File: config.mk
export PLATFORM = sky130hd
export DESIGN_NAME = distance_reading_qualifier_core_flat
export DESIGN_NICKNAME = d
export VERILOG_FILES = /design/src/rtl/core/drq_pkg.sv /design/src/rtl/core/drq_in_if.sv /design/src/rtl/core/drq_out_if.sv /design/src/rtl/core/drq_cfg_if.sv /design/src/rtl/core/drq_div.sv /design/src/rtl/core/distance_reading_qualifier_core.sv /design/src/flat_wrapper.sv
export SDC_FILE = /design/constraint.sdc
export NUM_CORES = 1
export LEC_CHECK = 0
export BUFFER_PORTS_ARGS = -buffer_cell sky130_fd_sc_hd__buf_2
export CAP_MARGIN = 10
export CORE_UTILIZATION = 50
export DETAILED_ROUTE_END_ITERATION = 6
export PLACE_DENSITY = 0.7
export SYNTH_ARGS = -nofsm -noshare
export SYNTH_HDL_FRONTEND = slang
export SYNTH_SLANG_ARGS = --single-unit
File: constraint.sdc
create_clock -name clk -period 7 [get_ports clk]
set_clock_uncertainty 0.1 [all_clocks]
set_input_delay 1.05 -clock clk [delete_from_list [all_inputs] [get_ports clk]]
set_output_delay 1.05 -clock clk [all_outputs]
set_load 0.01 [all_outputs]
File: src/rtl/core/drq_pkg.sv
package drq_pkg;

  // Field widths
  localparam int DIST_W    = 8;
  localparam int NEAR_W    = 12;
  localparam int FAR_W     = 15;
  localparam int FAULT_W   = 4;
  localparam int SETTLE_W  = 7;
  localparam int TARGET_W  = 5;
  localparam int STATUS_W  = 2;
  localparam int CFG_IDX_W = 3;
  localparam int CFG_DAT_W = 15;

  // Quotient and dividend width of the step divider
  localparam int DIV_W     = 15;
  localparam int DIV_CNT_W = 4;

  // Configuration register indexes
  localparam logic [CFG_IDX_W-1:0] REG_NEAR_DIVISOR   = 3'd0;
  localparam logic [CFG_IDX_W-1:0] REG_FAR_THRESHOLD  = 3'd1;
  localparam logic [CFG_IDX_W-1:0] REG_FAULT_LIMIT    = 3'd2;
  localparam logic [CFG_IDX_W-1:0] REG_SETTLE_SAMPLES = 3'd3;
  localparam logic [CFG_IDX_W-1:0] REG_CALIB_TARGET   = 3'd4;

  // Register reset values
  localparam logic [NEAR_W-1:0]   NEAR_RST   = 12'd181;
  localparam logic [FAR_W-1:0]    FAR_RST    = 15'd1804;
  localparam logic [FAULT_W-1:0]  FAULT_RST  = 4'd10;
  localparam logic [SETTLE_W-1:0] SETTLE_RST = 7'd100;
  localparam logic [TARGET_W-1:0] TARGET_RST = 5'd20;

  // Fixed values
  localparam logic [DIST_W-1:0]   LEVEL_FORCED = 8'd255;
  localparam logic [DIST_W-1:0]   LEVEL_ZERO   = 8'd0;
  localparam logic [DIST_W-1:0]   PING_IDLE    = 8'd3;
  localparam logic [SETTLE_W-1:0] SETTLE_MAX   = 7'd127;
  localparam logic [FAULT_W-1:0]  FAIL_MAX     = 4'd15;

  // Calibration status codes
  localparam logic [STATUS_W-1:0] CALIB_NONE = 2'd0;
  localparam logic [STATUS_W-1:0] CALIB_DONE = 2'd1;
  localparam logic [STATUS_W-1:0] CALIB_BUSY = 2'd2;

endpackage

File: src/rtl/core/drq_in_if.sv
interface drq_in_if
  import drq_pkg::*;
();
  logic              valid;
  logic              ready;
  logic              reading_ok;
  logic [DIST_W-1:0] distance;

  modport source (output valid, output reading_ok, output distance, input ready);
  modport sink   (input valid, input reading_ok, input distance, output ready);
endinterface

File: src/rtl/core/drq_out_if.sv
interface drq_out_if
  import drq_pkg::*;
();
  logic                valid;
  logic                ready;
  logic [DIST_W-1:0]   level;
  logic                level_valid;
  logic                fault_active;
  logic [STATUS_W-1:0] calib_status;

  modport source (output valid, output level, output level_valid, output fault_active,
                  output calib_status, input ready);
  modport sink   (input valid, input level, input level_valid, input fault_active,
                  input calib_status, output ready);
endinterface

File: src/rtl/core/drq_cfg_if.sv
interface drq_cfg_if
  import drq_pkg::*;
();
  logic                 valid;
  logic                 ready;
  logic [CFG_IDX_W-1:0] reg_index;
  logic [CFG_DAT_W-1:0] wr_data;

  modport source (output valid, output reg_index, output wr_data, input ready);
  modport sink   (input valid, input reg_index, input wr_data, output ready);
endinterface

File: src/rtl/core/drq_div.sv
module drq_div
  import drq_pkg::*;
(
  input  logic             clk,
  input  logic             rst_n,
  input  logic             start,
  input  logic [DIV_W-1:0] dividend,
  input  logic [DIV_W-1:0] divisor,
  output logic             done,
  output logic [DIV_W-1:0] quotient
);

  logic [DIV_W-1:0]     rem_r,  rem_nxt;
  logic [DIV_W-1:0]     quo_r,  quo_nxt;
  logic [DIV_W-1:0]     dvs_r,  dvs_nxt;
  logic [DIV_CNT_W-1:0] cnt_r,  cnt_nxt;
  logic                 busy_r, busy_nxt;
  logic                 done_r, done_nxt;

  logic [DIV_W:0]       trial;
  logic                 fits;

  // One restoring step: shift in the next dividend bit, try to subtract
  assign trial = {rem_r, quo_r[DIV_W-1]};
  assign fits  = trial >= {1'b0, dvs_r};

  always_comb begin
    rem_nxt  = rem_r;
    quo_nxt  = quo_r;
    dvs_nxt  = dvs_r;
    cnt_nxt  = cnt_r;
    busy_nxt = busy_r;
    done_nxt = 1'b0;
    if (start) begin
      rem_nxt  = '0;
      quo_nxt  = dividend;
      dvs_nxt  = divisor;
      cnt_nxt  = DIV_CNT_W'(DIV_W - 1);
      busy_nxt = 1'b1;
    end else if (busy_r) begin
      rem_nxt = fits ? DIV_W'(trial - {1'b0, dvs_r}) : trial[DIV_W-1:0];
      quo_nxt = {quo_r[DIV_W-2:0], fits};
      cnt_nxt = cnt_r - DIV_CNT_W'(1);
      if (cnt_r == '0) begin
        busy_nxt = 1'b0;
        done_nxt = 1'b1;
      end
    end
  end

  always_ff @(posedge clk) begin
    rem_r <= rem_nxt;
    quo_r <= quo_nxt;
    dvs_r <= dvs_nxt;
    cnt_r <= cnt_nxt;
    if (!rst_n) begin
      busy_r <= 1'b0;
      done_r <= 1'b0;
    end else begin
      busy_r <= busy_nxt;
      done_r <= done_nxt;
    end
  end

  assign done     = done_r;
  assign quotient = quo_r;

endmodule

File: src/rtl/core/distance_reading_qualifier_core.sv
// Distance reading qualifier: filters one sensor poll per request.
// in_ch carries a poll (reading_ok, distance); out_ch returns one result per
// poll (level, level_valid, fault_active, calib_status), in poll order.
// cfg_ch writes the five configuration registers by index; it is always
// ready, and writes to unused indexes are dropped. Write it only while idle.
// A good poll is accepted, the bit-serial restoring divider forms the
// filter step, the quotient is handed back and the update state registers
// the result. A failed poll skips the divider and goes straight to the
// update state. Polls are taken one at a time: a new poll is accepted only
// after the previous one has left the update state and returned to idle.
// The output register decouples the two sides: a new poll is accepted while
// the previous result still waits. If the receiver stalls, the finished poll
// waits in the update stage and no further poll is accepted until the
// result register frees up.
// Reset (synchronous, rst_n low) restores register defaults, clears the held
// value, counters and flags, sets the last ping to 3 and empties the output.
module distance_reading_qualifier_core
  import drq_pkg::*;
(
  input  logic         clk,
  input  logic         rst_n,
  drq_in_if.sink       in_ch,
  drq_out_if.source    out_ch,
  drq_cfg_if.sink      cfg_ch
);

  typedef enum logic [1:0] {ST_IDLE, ST_DIV, ST_EMIT} state_t;

  state_t state_r, state_nxt;

  // Configuration registers
  logic [NEAR_W-1:0]   near_r,   near_nxt;
  logic [FAR_W-1:0]    far_r,    far_nxt;
  logic [FAULT_W-1:0]  flimit_r, flimit_nxt;
  logic [SETTLE_W-1:0] settle_lim_r, settle_lim_nxt;
  logic [TARGET_W-1:0] target_r, target_nxt;

  // Filter state
  logic [DIST_W-1:0]   held_r,       held_nxt;
  logic [DIST_W-1:0]   shown_r,      shown_nxt;
  logic                good_r,       good_nxt;
  logic [FAULT_W-1:0]  fail_r,       fail_nxt;
  logic [SETTLE_W-1:0] settle_r,     settle_nxt;
  logic [DIST_W-1:0]   last_ping_r,  last_ping_nxt;
  logic [TARGET_W-1:0] ping_cnt_r,   ping_cnt_nxt;

  // Poll in flight
  logic                ok_r,   ok_nxt;
  logic [DIST_W-1:0]   dist_r, dist_nxt;
  logic [DIST_W-1:0]   d_r,    d_nxt;
  logic                up_r,   up_nxt;
  logic                zero_r, zero_nxt;

  // Result register
  logic                out_valid_r, out_valid_nxt;
  logic [DIST_W-1:0]   out_level_r, out_level_nxt;
  logic                out_lv_r,    out_lv_nxt;
  logic                out_fault_r, out_fault_nxt;
  logic [STATUS_W-1:0] out_status_r, out_status_nxt;

  // Divider hookup
  logic                div_start;
  logic                div_done;
  logic [DIV_W-1:0]    quo_w;

  // Step operands from the incoming poll
  logic              in_up;
  logic [DIST_W-1:0] in_d;
  logic [DIV_W-1:0]  m_w;
  logic [DIV_W-1:0]  divisor_w;

  assign in_up = in_ch.distance > held_r;
  assign in_d  = in_up ? DIST_W'(in_ch.distance - held_r) : DIST_W'(held_r - in_ch.distance);
  // m = 100*d as 64d + 32d + 4d
  assign m_w   = DIV_W'({in_d, 6'b0}) + DIV_W'({in_d, 5'b0}) + DIV_W'({in_d, 2'b0});
  assign divisor_w = (m_w < far_r) ? DIV_W'(near_r) : far_r;

  drq_div u_div (
    .clk      (clk),
    .rst_n    (rst_n),
    .start    (div_start),
    .dividend (m_w),
    .divisor  (divisor_w),
    .done     (div_done),
    .quotient (quo_w)
  );

  // Held value update from the finished quotient
  logic              snap_w;
  logic [DIST_W-1:0] moved_w;
  logic [DIST_W-1:0] new_held_w;
  logic              ping_ok_w;
  logic [TARGET_W-1:0] pc_inc_w;
  logic [FAULT_W-1:0]  fail_inc_w;
  logic                fault_w;
  logic                out_free;

  assign snap_w     = zero_r || (quo_w == '0) || (quo_w >= DIV_W'(d_r));
  assign moved_w    = up_r ? DIST_W'(held_r + quo_w[DIST_W-1:0])
                           : DIST_W'(held_r - quo_w[DIST_W-1:0]);
  assign new_held_w = snap_w ? dist_r : moved_w;
  assign ping_ok_w  = (last_ping_r >= PING_IDLE) && (new_held_w != LEVEL_FORCED) &&
                      (new_held_w != LEVEL_ZERO);
  assign pc_inc_w   = ping_cnt_r + TARGET_W'(1);
  assign fail_inc_w = (fail_r < FAIL_MAX) ? FAULT_W'(fail_r + FAULT_W'(1)) : fail_r;
  assign fault_w    = fail_inc_w >= flimit_r;
  assign out_free   = !out_valid_r || out_ch.ready;

  assign in_ch.ready  = (state_r == ST_IDLE);
  assign cfg_ch.ready = 1'b1;

  always_comb begin
    state_nxt      = state_r;
    near_nxt       = near_r;
    far_nxt        = far_r;
    flimit_nxt     = flimit_r;
    settle_lim_nxt = settle_lim_r;
    target_nxt     = target_r;
    held_nxt       = held_r;
    shown_nxt      = shown_r;
    good_nxt       = good_r;
    fail_nxt       = fail_r;
    settle_nxt     = settle_r;
    last_ping_nxt  = last_ping_r;
    ping_cnt_nxt   = ping_cnt_r;
    ok_nxt         = ok_r;
    dist_nxt       = dist_r;
    d_nxt          = d_r;
    up_nxt         = up_r;
    zero_nxt       = zero_r;
    out_valid_nxt  = out_valid_r;
    out_level_nxt  = out_level_r;
    out_lv_nxt     = out_lv_r;
    out_fault_nxt  = out_fault_r;
    out_status_nxt = out_status_r;
    div_start      = 1'b0;

    // Configuration writes
    if (cfg_ch.valid) begin
      case (cfg_ch.reg_index)
        REG_NEAR_DIVISOR:   near_nxt       = cfg_ch.wr_data[NEAR_W-1:0];
        REG_FAR_THRESHOLD:  far_nxt        = cfg_ch.wr_data[FAR_W-1:0];
        REG_FAULT_LIMIT:    flimit_nxt     = cfg_ch.wr_data[FAULT_W-1:0];
        REG_SETTLE_SAMPLES: settle_lim_nxt = cfg_ch.wr_data[SETTLE_W-1:0];
        REG_CALIB_TARGET:   target_nxt     = cfg_ch.wr_data[TARGET_W-1:0];
        default: ;
      endcase
    end

    // Result taken by the receiver
    if (out_valid_r && out_ch.ready) out_valid_nxt = 1'b0;

    case (state_r)
      ST_IDLE: begin
        if (in_ch.valid) begin
          ok_nxt   = in_ch.reading_ok;
          dist_nxt = in_ch.distance;
          d_nxt    = in_d;
          up_nxt   = in_up;
          zero_nxt = (divisor_w == '0);
          if (in_ch.reading_ok) begin
            div_start = 1'b1;
            state_nxt = ST_DIV;
          end else begin
            state_nxt = ST_EMIT;
          end
        end
      end
      ST_DIV: begin
        if (div_done) state_nxt = ST_EMIT;
      end
      ST_EMIT: begin
        if (out_free) begin
          out_fault_nxt  = 1'b0;
          out_status_nxt = CALIB_NONE;
          if (ok_r) begin
            held_nxt  = new_held_w;
            shown_nxt = new_held_w;
            good_nxt  = 1'b1;
            fail_nxt  = '0;
            if (settle_r > settle_lim_r) begin
              // Calibration ping check
              out_status_nxt = CALIB_BUSY;
              if (ping_ok_w) begin
                if (pc_inc_w >= target_r) begin
                  ping_cnt_nxt   = '0;
                  last_ping_nxt  = PING_IDLE;
                  out_status_nxt = CALIB_DONE;
                end else begin
                  ping_cnt_nxt  = pc_inc_w;
                  last_ping_nxt = new_held_w;
                end
              end
            end else if (settle_r < SETTLE_MAX) begin
              settle_nxt = settle_r + SETTLE_W'(1);
            end
            out_level_nxt = new_held_w;
            out_lv_nxt    = 1'b1;
          end else begin
            fail_nxt      = fail_inc_w;
            out_level_nxt = shown_r;
            out_lv_nxt    = good_r;
            if (fault_w) begin
              shown_nxt     = LEVEL_FORCED;
              good_nxt      = 1'b0;
              out_fault_nxt = 1'b1;
              out_level_nxt = LEVEL_FORCED;
              out_lv_nxt    = 1'b0;
            end
          end
          out_valid_nxt = 1'b1;
          state_nxt     = ST_IDLE;
        end
      end
      default: state_nxt = ST_IDLE;
    endcase
  end

  always_ff @(posedge clk) begin
    ok_r         <= ok_nxt;
    dist_r       <= dist_nxt;
    d_r          <= d_nxt;
    up_r         <= up_nxt;
    zero_r       <= zero_nxt;
    out_level_r  <= out_level_nxt;
    out_lv_r     <= out_lv_nxt;
    out_fault_r  <= out_fault_nxt;
    out_status_r <= out_status_nxt;
    if (!rst_n) begin
      state_r      <= ST_IDLE;
      near_r       <= NEAR_RST;
      far_r        <= FAR_RST;
      flimit_r     <= FAULT_RST;
      settle_lim_r <= SETTLE_RST;
      target_r     <= TARGET_RST;
      held_r       <= '0;
      shown_r      <= '0;
      good_r       <= 1'b0;
      fail_r       <= '0;
      settle_r     <= '0;
      last_ping_r  <= PING_IDLE;
      ping_cnt_r   <= '0;
      out_valid_r  <= 1'b0;
    end else begin
      state_r      <= state_nxt;
      near_r       <= near_nxt;
      far_r        <= far_nxt;
      flimit_r     <= flimit_nxt;
      settle_lim_r <= settle_lim_nxt;
      target_r     <= target_nxt;
      held_r       <= held_nxt;
      shown_r      <= shown_nxt;
      good_r       <= good_nxt;
      fail_r       <= fail_nxt;
      settle_r     <= settle_nxt;
      last_ping_r  <= last_ping_nxt;
      ping_cnt_r   <= ping_cnt_nxt;
      out_valid_r  <= out_valid_nxt;
    end
  end

  assign out_ch.valid        = out_valid_r;
  assign out_ch.level        = out_level_r;
  assign out_ch.level_valid  = out_lv_r;
  assign out_ch.fault_active = out_fault_r;
  assign out_ch.calib_status = out_status_r;

`ifndef NO_ASSERTIONS
  // A new result only appears from the update stage
  a_result_src: assert property (@(posedge clk) disable iff (!rst_n)
    $rose(out_valid_r) |-> $past(state_r == ST_EMIT))
    else $error("result appeared outside update stage");

  // Held value moves only in the update stage or at reset
  a_held_stable: assert property (@(posedge clk) disable iff (!rst_n)
    !$stable(held_r) |-> ($past(state_r == ST_EMIT) || $past(!rst_n)))
    else $error("held value changed outside update stage");

  // A faulted result always shows the forced, invalid level
  a_fault_level: assert property (@(posedge clk) disable iff (!rst_n)
    (out_valid_r && out_fault_r) |-> (out_level_r == LEVEL_FORCED && !out_lv_r))
    else $error("fault result without forced level");

  // Divider finishes only while the sequencer waits for it
  a_div_done: assert property (@(posedge clk) disable iff (!rst_n)
    div_done |-> (state_r == ST_DIV))
    else $error("divider done outside divide state");
`endif

endmodule

File: src/flat_wrapper.sv
// flat-port wrapper written by rule: the top's interface ports become plain ports
module distance_reading_qualifier_core_flat import drq_pkg::*;
  (clk, rst_n, in_ch_valid, in_ch_reading_ok, in_ch_distance, in_ch_ready, out_ch_valid, out_ch_level, out_ch_level_valid, out_ch_fault_active, out_ch_calib_status, out_ch_ready, cfg_ch_valid, cfg_ch_reg_index, cfg_ch_wr_data, cfg_ch_ready);
  drq_in_if in_ch_i ();
  drq_out_if out_ch_i ();
  drq_cfg_if cfg_ch_i ();
  input  logic clk;
  input  logic rst_n;
  input wire logic [$bits(in_ch_i.valid)-1:0] in_ch_valid;
  input wire logic [$bits(in_ch_i.reading_ok)-1:0] in_ch_reading_ok;
  input wire logic [$bits(in_ch_i.distance)-1:0] in_ch_distance;
  output wire logic [$bits(in_ch_i.ready)-1:0] in_ch_ready;
  output wire logic [$bits(out_ch_i.valid)-1:0] out_ch_valid;
  output wire logic [$bits(out_ch_i.level)-1:0] out_ch_level;
  output wire logic [$bits(out_ch_i.level_valid)-1:0] out_ch_level_valid;
  output wire logic [$bits(out_ch_i.fault_active)-1:0] out_ch_fault_active;
  output wire logic [$bits(out_ch_i.calib_status)-1:0] out_ch_calib_status;
  input wire logic [$bits(out_ch_i.ready)-1:0] out_ch_ready;
  input wire logic [$bits(cfg_ch_i.valid)-1:0] cfg_ch_valid;
  input wire logic [$bits(cfg_ch_i.reg_index)-1:0] cfg_ch_reg_index;
  input wire logic [$bits(cfg_ch_i.wr_data)-1:0] cfg_ch_wr_data;
  output wire logic [$bits(cfg_ch_i.ready)-1:0] cfg_ch_ready;
  assign in_ch_i.valid = in_ch_valid;
  assign in_ch_i.reading_ok = in_ch_reading_ok;
  assign in_ch_i.distance = in_ch_distance;
  assign in_ch_ready = in_ch_i.ready;
  assign out_ch_valid = out_ch_i.valid;
  assign out_ch_level = out_ch_i.level;
  assign out_ch_level_valid = out_ch_i.level_valid;
  assign out_ch_fault_active = out_ch_i.fault_active;
  assign out_ch_calib_status = out_ch_i.calib_status;
  assign out_ch_i.ready = out_ch_ready;
  assign cfg_ch_i.valid = cfg_ch_valid;
  assign cfg_ch_i.reg_index = cfg_ch_reg_index;
  assign cfg_ch_i.wr_data = cfg_ch_wr_data;
  assign cfg_ch_ready = cfg_ch_i.ready;
  distance_reading_qualifier_core u_core (.clk(clk), .rst_n(rst_n), .in_ch(in_ch_i), .out_ch(out_ch_i), .cfg_ch(cfg_ch_i));
endmodule
==> results.py <==
metrics = {
    "status": {
        "outcome": "completed",
    },
    "placed_design": {
        "gp_congestion": 0.894,
        "placed_area_sq_um": 10700,
        "dpl.cell_count": 1382,
        "portBuffers": 45,
        "dp.final_hpwl_um": 16500,
        "pre_cts_slack_ns": -0.112,
    },
    "critical_path": {
        "crit-reg2reg-launch": "u_core.held_r[0]",
        "critPathKind": "input port to flop",
        "crit_path_end_kind": "flop",
        "r2r_cells": 28,
        "rr_endpoint": "u_core.u_div.dvs_r[1]",
        "cp_slowest_stage_delay_ns": 0.48,
        "cp.required_ns": 7.07,
        "r2r_setup_slack_ns": 0.77,
        "arrival_ns": 6.68,
        "crit_fanout": 16,
        "cp-start-kind": "input port",
        "slowest_stage": "fa_1",
    },
    "timing": {
        "finalCritPeriodShare_pct": 94.3,
        "setup_viol": 0,
        "fin_ws_ns": 0.396,
        "worst_pin_slew_ns": 1.01,
        "hold_viol_final": 0,
        "slew_viol_final": 0,
        "fin_setup_tns_ns": 0,
        "slew_headroom_pct": 32.7,
        "rsz0062_at_grt": "false",
        "min_period_ns": 6.60,
        "fmax_ghz": 0.151,
    },
    "finish": {
        "drive_above_1_share_pct": 11.4,
        "postLayoutCoreUtil_pct": 57.1,
        "fin_area_sq_um": 11300,
        "stdcell_count": 1415,
        "areaGrowthSynthToFinish_pct": 10.5,
        "nFillCells": 1712,
        "fin_nets": 1268,
    },
    "yosys": {
        "synth_edf_count": 61,
        "post_synth.cell_area_avg_sq_um": 9.28,
        "yosys.area.top_type": "dfxtp_1",
        "synth_cells": 1098,
        "post-synth-top-count-cell": "nand2_1",
        "netlist.area_leader.share_pct": 21.2,
        "synthesis.area_sq_um": 10200,
        "synth.distinct_cells": 71,
        "synthTopCellsByCount": "nand2_1 (141), dfxtp_1 (108), inv_1 (95), ha_1 (94), edfxtp_1 (61)",
        "seq_area_frac_synth_pct": 39.2,
        "synthArstFlopShare_pct": 0,
        "synthTopCellsByArea": "dfxtp_1 (21%), edfxtp_1 (18%), ha_1 (12%)",
        "synth_nets": 1230,
        "yosys_register_bits": 169,
        "synth_flop_cell": "dfxtp_1",
        "yosys_warnings": 0,
    },
    "global_route": {
        "grt_first_pass_wirelength_um": 37100,
        "grt_pass1_vias": 7554,
        "grt_max_degree": 56,
        "grt_use_total_pct": 22.7,
        "antenna_found_initial": 0,
        "grt-ovfl-total": 0,
    },
    "floorplanning": {
        "fp.dieArea_sq_um": 21000,
        "die_h_um": 145,
        "initial_core_util_pct": 51.7,
        "die_x_um": 145,
        "ios": 47,
        "rows": 51,
        "core_sq_um": 19700,
    },
    "route": {
        "drt_iter0_drc": 432,
        "final_antenna_net_count": 0,
        "wire_per_inst_um": 15.7,
        "wl_met2_um": 10100,
        "drt_wl_total_um": 22300,
        "wl_met1_um": 10700,
        "num_vias": 7877,
        "viasPerCell": 5.57,
        "firstDrtPassIters": 5,
        "routed.top_layer": "met4",
        "drcViolationCount": 0,
        "wl_met3_um": 1040,
    },
    "cts": {
        "cts_buffers": 17,
        "cts_tree": "built",
        "clockBufferDepth": 2,
        "htree_num_levels": 4,
        "cts_root_buffer": "clkbuf_16",
        "ctsResizeCount": 0,
        "path_clk_slew_ns": 0.07,
        "clock_sinks": 169,
        "postCtsSetupBuffers": 0,
        "clk_latency_ns": 0.42,
        "postCtsHoldBufs": 0,
    },
    "worst_hold_path": {
        "hold_depth": 2,
        "hp-class": "flop to flop",
        "worstHoldEndpoint": "u_core.shown_r[0]",
        "hold_path_startpoint": "u_core.shown_r[0]",
    },
    "power": {
        "power_density_nw_per_um2": 311,
        "ir_worst_vdd_mv": 0.185,
        "power.leakage_nw": 4.89,
    },
    "job": {
        "cap_violations": 0,
    },
}
[metal layers]
| layer | vias up | GRT usage, % |
|---|---|---|
| met5 | - | 0 |
| met4 | 0 | 7.15 |
| met3 | 33 | 3.78 |
| met2 | 184 | 36.0 |
| met1 | 3698 | 31.5 |
| li1 | 3962 | - |
[layout make-up]
type / count / area (sq um) / share of cell area (%)
diodes: 1 / 2.50 / 0.0222
clock buffers: 17 / 425 / 3.78
clock inverters: 15 / 144 / 1.28
inverters: 97 / 364 / 3.23
multi-input cells: 792 / 5650 / 50.2
flip-flops and latches: 169 / 3990 / 35.5
well taps: 265 / 332 / 2.95
repair buffers: 59 / 343 / 3.05
[how the worst max path moves through the flow]
stage | start | to | slack, ns | depth (start not counted)
2_1_floorplan | in_ch_distance[0] | u_core.u_div.dvs_r[10] | 0.15 | 30
3_3_place_gp | in_ch_distance[0] | u_core.u_div.dvs_r[2] | 0.07 | 30
3_5_place_dp | in_ch_distance[0] | u_core.u_div.dvs_r[1] | -0.11 | 30
4_1_cts | in_ch_distance[0] | u_core.u_div.dvs_r[1] | 0.32 | 30
5_1_grt | in_ch_distance[0] | u_core.u_div.dvs_r[1] | 0.003 | 31
6_report | in_ch_distance[0] | u_core.u_div.dvs_r[1] | 0.40 | 30
[cell families (layout without fill, tap and decap cells)]
group                      Yosys count  after routing  synth area share [%]
adders and majority gates          100            100                  12.7
muxes                               54             54                  5.78
and+or+nand+nor                    357            357                  17.0
buffers and inverters              137            188                  5.48
xor gates and xnor gates            50             50                  4.30
other                                1              2                0.0368
DFF                                169            169                  39.2
AOI/OAI and AO/OA                  230            230                  15.5
[worst max-delay path: cells and delay by family]
kind / cells / cell delay [ns]
AO/OA/AOI/OAI: 12 / 2.06
adder cells (fa/ha/maj): 5 / 1.63
multiplexers: 2 / 0.72
buffers and inverters: 5 / 0.46
AND/OR/NAND/NOR: 4 / 0.38
XOR/XNOR: 2 / 0.33
[where the power goes]
part           internal, W  total (W)  switching (W)
registers          0.00114    0.00121      0.0000684
clock network     0.000498   0.000918       0.000420
logic             0.000660    0.00137       0.000715
[flip-flops by register name (all words and copies together) (netlist names), 12 cells and up]
signal / cells
u_core.far_r: 15
u_core.u_div.dvs_r: 15
u_core.u_div.quotient: 15
u_core.u_div.rem_r: 15
u_core.near_r: 12
[through the flow]
step	hold slack (ns)	total power [W]
finish	0.362	0.00351
global route	0.383	0.00374
CTS	0.362	0.00351
detailed placement	0.347	0.00259
global placement	0.342	0.00256
floorplan	0.321	0.00231
[layout by cell type, fill, tap and decap left out, types with 7 or more instances in the layout]
cell and n:
a211oi_1 7, a21boi_0 26, a21o_1 20, a21oi_1 51
a31o_2 9, a31oi_1 10, and2_1 11, and3_1 8
buf_2 45, buf_4 13, clkbuf_16 17, dfxtp_1 108
edfxtp_1 61, ha_1 94, inv_1 95, mux2_2 15
mux2i_1 33, nand2_1 141, nand2b_1 14, nand3_1 28
nand4_1 14, nor2_1 51, nor2b_1 23, nor3_1 24
nor4_1 16, o211ai_1 16, o21ai_0 41, o21bai_1 7
o2bb2ai_1 7, xnor2_1 31, xor2_1 18
Power figures use the tool's default switching activity.
